## src/rtl/soa_pkg.sv

```systemverilog
`default_nettype none
// ----------------------------------------------------------------------------
// slab object allocator package
// shared types, constants and helper functions
// ----------------------------------------------------------------------------
package soa_pkg;

    localparam int POOL_PAGES   = 16;
    localparam int PAGE_BYTES   = 4096;
    localparam int SIZE_CLASSES = 8;
    localparam int HEADER_BYTES = 32;

    localparam int SLOTS_PER_PAGE = PAGE_BYTES / 8;
    localparam int SLOT_W         = $clog2(SLOTS_PER_PAGE);
    localparam int PG_W           = 4;
    localparam int LINK_W         = 5;
    localparam int CLS_W          = 3;
    localparam int CNT_W          = 9;
    localparam logic [LINK_W-1:0] LIST_EMPTY = 5'd16;
    localparam logic [11:0]       OFFSET_MASK = 12'hfff;

    typedef enum logic [2:0] {
        ST_OK          = 3'd0,
        ST_TOO_LARGE   = 3'd1,
        ST_NO_PAGE     = 3'd2,
        ST_MISALIGNED  = 3'd3,
        ST_UNUSED_PAGE = 3'd4
    } t_status;

    typedef enum logic [3:0] {
        S_IDLE,
        S_DECODE,
        S_WALK,
        S_FIND,
        S_BUILD,
        S_TAKE_RD,
        S_TAKE_WR,
        S_FREE_CHK,
        S_FREE_WR,
        S_UNLINK,
        S_DONE
    } t_state;

    // controller -> datapath commands
    typedef struct packed {
        logic load;
        logic decode;
        logic walk_step;
        logic find;
        logic build_start;
        logic build_step;
        logic take_rd;
        logic take_wr;
        logic free_chk;
        logic free_wr;
        logic unlink_start;
        logic unlink_step;
    } t_cmd;

    // datapath -> controller status
    typedef struct packed {
        logic is_free;
        logic err;
        logic walk_hit;
        logic walk_end;
        logic no_page;
        logic build_last;
        logic reclaim;
        logic unlink_end;
    } t_sts;

    function automatic logic [CNT_W-1:0] slot_count(input logic [CLS_W-1:0] cls,
                                                    input logic [11:0] hdr);
        logic [12:0] n;
        n = (13'(PAGE_BYTES) - {1'b0, hdr}) >> ({1'b0, cls} + 4'd3);
        return n[CNT_W-1:0];
    endfunction

endpackage
`default_nettype wire

```

## src/rtl/soa_ctrl.sv

```systemverilog
`default_nettype none
// ----------------------------------------------------------------------------
// slab object allocator controller
// sequences each request through the datapath
// ----------------------------------------------------------------------------
module soa_ctrl (
    input  wire                i_clk,
    input  wire                i_rst_n,
    input  wire                i_in_valid,
    output logic               o_in_ready,
    output logic               o_res_valid,
    input  wire                i_res_taken,
    input  wire soa_pkg::t_sts i_sts,
    output soa_pkg::t_cmd      o_cmd
);

    soa_pkg::t_state r_state, n_state;

    always_ff @(posedge i_clk) begin
        if (!i_rst_n) begin
            r_state <= soa_pkg::S_IDLE;
        end else begin
            r_state <= n_state;
        end
    end

    always_comb begin
        n_state = r_state;
        unique case (r_state)
            soa_pkg::S_IDLE:     if (i_in_valid) n_state = soa_pkg::S_DECODE;
            soa_pkg::S_DECODE: begin
                if (i_sts.is_free) n_state = soa_pkg::S_FREE_CHK;
                else if (i_sts.err) n_state = soa_pkg::S_DONE;
                else n_state = soa_pkg::S_WALK;
            end
            soa_pkg::S_WALK: begin
                if (i_sts.walk_hit) n_state = soa_pkg::S_TAKE_RD;
                else if (i_sts.walk_end) n_state = soa_pkg::S_FIND;
            end
            soa_pkg::S_FIND: begin
                if (i_sts.no_page) n_state = soa_pkg::S_DONE;
                else n_state = soa_pkg::S_BUILD;
            end
            soa_pkg::S_BUILD:    if (i_sts.build_last) n_state = soa_pkg::S_TAKE_RD;
            soa_pkg::S_TAKE_RD:  n_state = soa_pkg::S_TAKE_WR;
            soa_pkg::S_TAKE_WR:  n_state = soa_pkg::S_DONE;
            soa_pkg::S_FREE_CHK: begin
                if (i_sts.err) n_state = soa_pkg::S_DONE;
                else n_state = soa_pkg::S_FREE_WR;
            end
            soa_pkg::S_FREE_WR: begin
                if (i_sts.reclaim) n_state = soa_pkg::S_UNLINK;
                else n_state = soa_pkg::S_DONE;
            end
            soa_pkg::S_UNLINK:   if (i_sts.unlink_end) n_state = soa_pkg::S_DONE;
            soa_pkg::S_DONE:     if (i_res_taken) n_state = soa_pkg::S_IDLE;
            default:             n_state = soa_pkg::S_IDLE;
        endcase
    end

    always_comb begin
        o_cmd       = '0;
        o_in_ready  = 1'b0;
        o_res_valid = 1'b0;
        unique case (r_state)
            soa_pkg::S_IDLE: begin
                // no beat is taken while reset is held
                o_in_ready = i_rst_n;
                o_cmd.load = i_in_valid;
            end
            soa_pkg::S_DECODE:   o_cmd.decode = 1'b1;
            soa_pkg::S_WALK:     o_cmd.walk_step = 1'b1;
            soa_pkg::S_FIND: begin
                o_cmd.find        = 1'b1;
                o_cmd.build_start = !i_sts.no_page;
            end
            soa_pkg::S_BUILD:    o_cmd.build_step = 1'b1;
            soa_pkg::S_TAKE_RD:  o_cmd.take_rd = 1'b1;
            soa_pkg::S_TAKE_WR:  o_cmd.take_wr = 1'b1;
            soa_pkg::S_FREE_CHK: o_cmd.free_chk = 1'b1;
            soa_pkg::S_FREE_WR: begin
                o_cmd.free_wr      = 1'b1;
                o_cmd.unlink_start = 1'b1;
            end
            soa_pkg::S_UNLINK:   o_cmd.unlink_step = 1'b1;
            soa_pkg::S_DONE:     o_res_valid = 1'b1;
            default: ;
        endcase
    end

`ifndef ASSERT_OFF
    a_ready_idle: assert property (@(posedge i_clk) disable iff (!i_rst_n)
        o_in_ready |-> !o_res_valid)
        else $error("ready while result pending");
    a_done_hold: assert property (@(posedge i_clk) disable iff (!i_rst_n)
        (o_res_valid && !i_res_taken) |=> o_res_valid)
        else $error("result dropped");
    a_take_pair: assert property (@(posedge i_clk) disable iff (!i_rst_n)
        o_cmd.take_rd |=> o_cmd.take_wr)
        else $error("take sequence broken");
`endif

endmodule
`default_nettype wire

```

## config.mk

```make
export PLATFORM = sky130hd
export DESIGN_NAME = soa_ctrl
export DESIGN_NICKNAME = d
export VERILOG_FILES = /design/src/rtl/soa_pkg.sv /design/src/rtl/soa_ctrl.sv
export SDC_FILE = /design/constraint.sdc
export NUM_CORES = 1
export LEC_CHECK = 0
export CORE_AREA = 2 2 39 41
export CTS_CLUSTER_DIAMETER = 40
export DETAILED_ROUTE_END_ITERATION = 10
export DIE_AREA = 0 0 41 43
export DONT_BUFFER_PORTS = 1
export PLACE_DENSITY = 0.6
export SYNTH_ARGS = -nofsm -noshare
export SYNTH_HDL_FRONTEND = slang
export SYNTH_SLANG_ARGS = --single-unit
```

## constraint.sdc

```tcl
create_clock -name i_clk -period 4.14 [get_ports i_clk]
set_input_delay 0.414 -clock i_clk [delete_from_list [all_inputs] [get_ports i_clk]]
set_output_delay 0.414 -clock i_clk [all_outputs]
set_load 0.1 [all_outputs]
```

# == Word level (Yosys, flattened, before mapping) ==
# Index checks and enable logic that the tools add are counted.
# totals
register_bits,4
inputBits,12
out_inout_bits,14
# op_classes
n_eq_ne,15
n_mux,24
n_reduce_logical,3
# ops
cell,count
$pmux 4 s11,1
$mux 4,9
$eq 4x3->1 const B,4
$eq 4x4->1 const B,3
$mux 1,10
$eq 4x2->1 const B,2
$mux 2,4
$ne 2x2->1 const B,4
$reduce_and 5->1,1
$eq 4x1->1 const B,1
$logic_not 4->1,1
$ne 3x3->1 const B,1
$logic_not 1->1,1

# == Depth between registers and ports, before layout ==
# depth
ltp_word,3
ltp_mapped,6
mapped_depth_nobuf,4

# == Worst setup path before layout ==
# Ideal clock, no wire load.
# synth_timing
kind,register -> register
startpoint,register r_state[1]
endpoint,register r_state[3]
setup_ns,0.058
arrival_ns,3.895
t_required_ns,4.082
path_slack_ns,0.188
stages_incl_launch_ff,6
n_path_buf,1
period_less_slack_ns,3.952
cell_sequence,dfxtp_1 buf_6 nor4bb_1 a211o_1 nand2b_1 o21a_1
# synth_via
elab_chain_cells,3
elab_cells_between_ends,18
classes_between,eq/ne (15); mux (1); reduce/logical (2)
# synth_rtl
item,line,text
from (decl),soa_ctrl.sv:17,"soa_pkg::t_state r_state, n_state;"
from (signal assigned),soa_ctrl.sv:21,r_state <= soa_pkg::S_IDLE;
from (signal assigned),soa_ctrl.sv:23,r_state <= n_state;
$eq 4x2->1 (tied with other cells),soa_ctrl.sv:29,unique case (r_state)
$ne 3x3->1 (no line) / $ne 2x2->1 (equally long branches),-,
$reduce_and 5->1 (no line),-,
# Parallel ways exist; a longest one is shown, timed or not.
# A chain may end at the register's enable or synchronous reset.

==> impl_metrics.env <==
export IMPL_status="finished clean"
export IMPL_core_area_mm2=0.001384
export IMPL_syn_nets=83
export IMPL_wire_per_inst_um=15.70
export IMPL_grt_overflow=0
export IMPL_synth_simple_gate_area_share_pct=48.66
export IMPL_antennaDiodeCount=0
export IMPL_cp_start_kind="register"
export IMPL_setup_viol=0
export IMPL_crit_arrival_ns=2.22
export IMPL_synth_xor_area_share_pct=0
export IMPL_track_usage_pct=17.17
export IMPL_die_w_um=41
export IMPL_dp_hpwl_mm=1.109
export IMPL_cts_tree="built"
export IMPL_fin_worst_skew_ns=0.0006612
export IMPL_yosysWarningCount=0
export IMPL_fillers=132
export IMPL_dr_pass1_iters=4
export IMPL_portBuffers=0
export IMPL_clkLatencyLatePin_ns=0.23
export IMPL_io_pins=26
export IMPL_synth_fa_ha_area_share_pct=0
export IMPL_layout_common_cells="nand2b_1 (7), nor3_2 (5), clkbuf_16 (5)"
export IMPL_num_vias=535
export IMPL_drive_gt1_share_pct=31.08
export IMPL_cts_buffers=3
export IMPL_drtIter0Drc=8
export IMPL_path_clk_slew_ns=0.04
export IMPL_final_common_cell="nand2b_1"
export IMPL_grt_pass1_vias=527
export IMPL_maxSlewViolCount=0
export IMPL_max_freq_mhz=379.9
export IMPL_ctsRootBufferMaster="clkbuf_4"
export IMPL_cp_required_ns=3.73
export IMPL_fin_crit_ns=2.632
export IMPL_period_share_pct=63.58
export IMPL_rows=14
export IMPL_synth_compound_area_share_pct=22.49
export IMPL_cp_max_fo=19
export IMPL_cts_setup_buffers=0
export IMPL_detail_route_antenna_nets=0
export IMPL_final_nets=88
export IMPL_min_path_cells=1
export IMPL_grt_pass1_wl_mm=2.104
export IMPL_syn_avg_cell_area_um2=7.208
export IMPL_cts_resized=0
export IMPL_cts_hold_fix_buffers=0
export IMPL_yosysTopAreaCell="dfxtp_1"
export IMPL_synth_area_um2=511.7
export IMPL_tightest_slew_ns=1.110
export IMPL_reg2reg_depth=4
export IMPL_initial_core_util_pct=36.98
export IMPL_antenna_found_initial=0
export IMPL_worstSetupPathType="register to primary output"
export IMPL_worst_hold_path_type="input port to register"
export IMPL_via_per_inst=5.944
export IMPL_syn_inst=71
export IMPL_ys_seq_area_share_pct=15.65
export IMPL_largest_reg_flops=4
export IMPL_muxShareOfSynthArea_pct=1.956
export IMPL_synthTopCellsByArea="dfxtp_1 (16%), nand2b_1 (8.6%), nor3_1 (6.8%), and4bb_2 (4.9%), a211oi_1 (4.4%)"
export IMPL_drt_total_wl_mm=1.413
export IMPL_max_cap_viol_count=0
export IMPL_synth_top_family_by_area="simple AND/OR/NAND/NOR gates"
export IMPL_cts_path_max_buffers=2
export IMPL_dieArea_mm2=0.001763
export IMPL_synth_top_area_share_pct=15.65
export IMPL_ys_types=31
export IMPL_maxSlewHeadroom_pct=25.92
export IMPL_end_kind="primary output"
export IMPL_rsz0062_at_grt="no"
export IMPL_top_register="r_state"
export IMPL_globalplace_congestion=0.8194
export IMPL_grt_max_degree=21
export IMPL_hold_viol_final=0
export IMPL_htreeDepth=1
export IMPL_reg_largest_list="r_state (4)"
export IMPL_area_delta_synth_final_pct=39.85
export IMPL_die_y_um=43
export IMPL_fin_tns_setup_ns=0
export IMPL_ys_ff_latch=4
export IMPL_clock_sinks=4
export IMPL_drc=0
metrics by stage:
step	hold slack (ns)	util, %	area, µm²	std cells	setup slack [ns]
floorplan	0.5315	-	511.7	71	0.1879
global placement	0.5381	50.09	693.2	87	1.832
detailed placement	0.5391	50.09	693.2	87	1.736
CTS	0.2970	51.72	715.7	90	1.490
global route	0.3068	51.72	715.7	90	1.392
finish	0.3061	51.72	715.7	90	1.508
cell type report:
type                            instances  area [µm²]  share of cell area (%)
Clock buffer                            3       22.52                   3.147
Sequential cell                         4       80.08                   11.19
Timing Repair Buffer                    7       160.2                   22.38
Inverter                                3       11.26                   1.573
Tap cell                               16       20.02                   2.797
Multi-Input combinational cell         57       421.7                   58.92
synthesized netlist by cell type:
cell	number
nand4_1	1
dfxtp_1	4
or3b_2	2
inv_1	3
a21oi_1	2
a32oi_1	1
nor2b_1	1
o21ai_1	1
or4_1	1
o21a_1	1
mux2i_1	1
nor3b_1	3
o21ai_0	3
and3_1	2
clkbuf_1	3
and4bb_2	2
nor3_1	7
buf_2	1
nor4bb_1	1
and3b_1	1
a211oi_1	3
o22ai_1	2
or4b_1	2
buf_4	1
a211o_1	1
buf_6	2
nor2_1	5
o211a_1	1
a21o_1	2
nand2b_1	7
nand2_1	4
logic make-up after synthesis:
| family | count (synthesis) |
|---|---|
| mux | 1 |
| buf+inv | 10 |
| flops | 4 |
| compound gates | 17 |
| simple gates | 39 |
layer usage:
| layer | up-vias | share of wire (%) | track usage [%] | routed length (µm) |
|---|---|---|---|---|
| met5 | - | 0 | 0 | 0 |
| met4 | 0 | 0.35 | 6.667 | 5 |
| met3 | 2 | 6.6 | 2.618 | 93 |
| met2 | 23 | 51 | 29.69 | 723 |
| met1 | 240 | 42 | 19.61 | 590 |
| li1 | 270 | - | - | - |
worst paths after layout:
path                     end  startpoint  slack [ns]
setup / recovery    o_cmd[3]  r_state[0]        1.51
hold / removal    r_state[3]     i_rst_n        0.31
setup reg to reg  r_state[3]  r_state[0]        1.81
hold reg to reg   r_state[1]  r_state[1]        0.78
critical path: stages, from the launching register on:
cell      delay, ns
dfxtp_1        0.73
nand2b_1       0.33
nor2_2         0.93
Power is not shown: default switching activity piles up to over one toggle a cycle in this logic, so the estimate is an artifact.
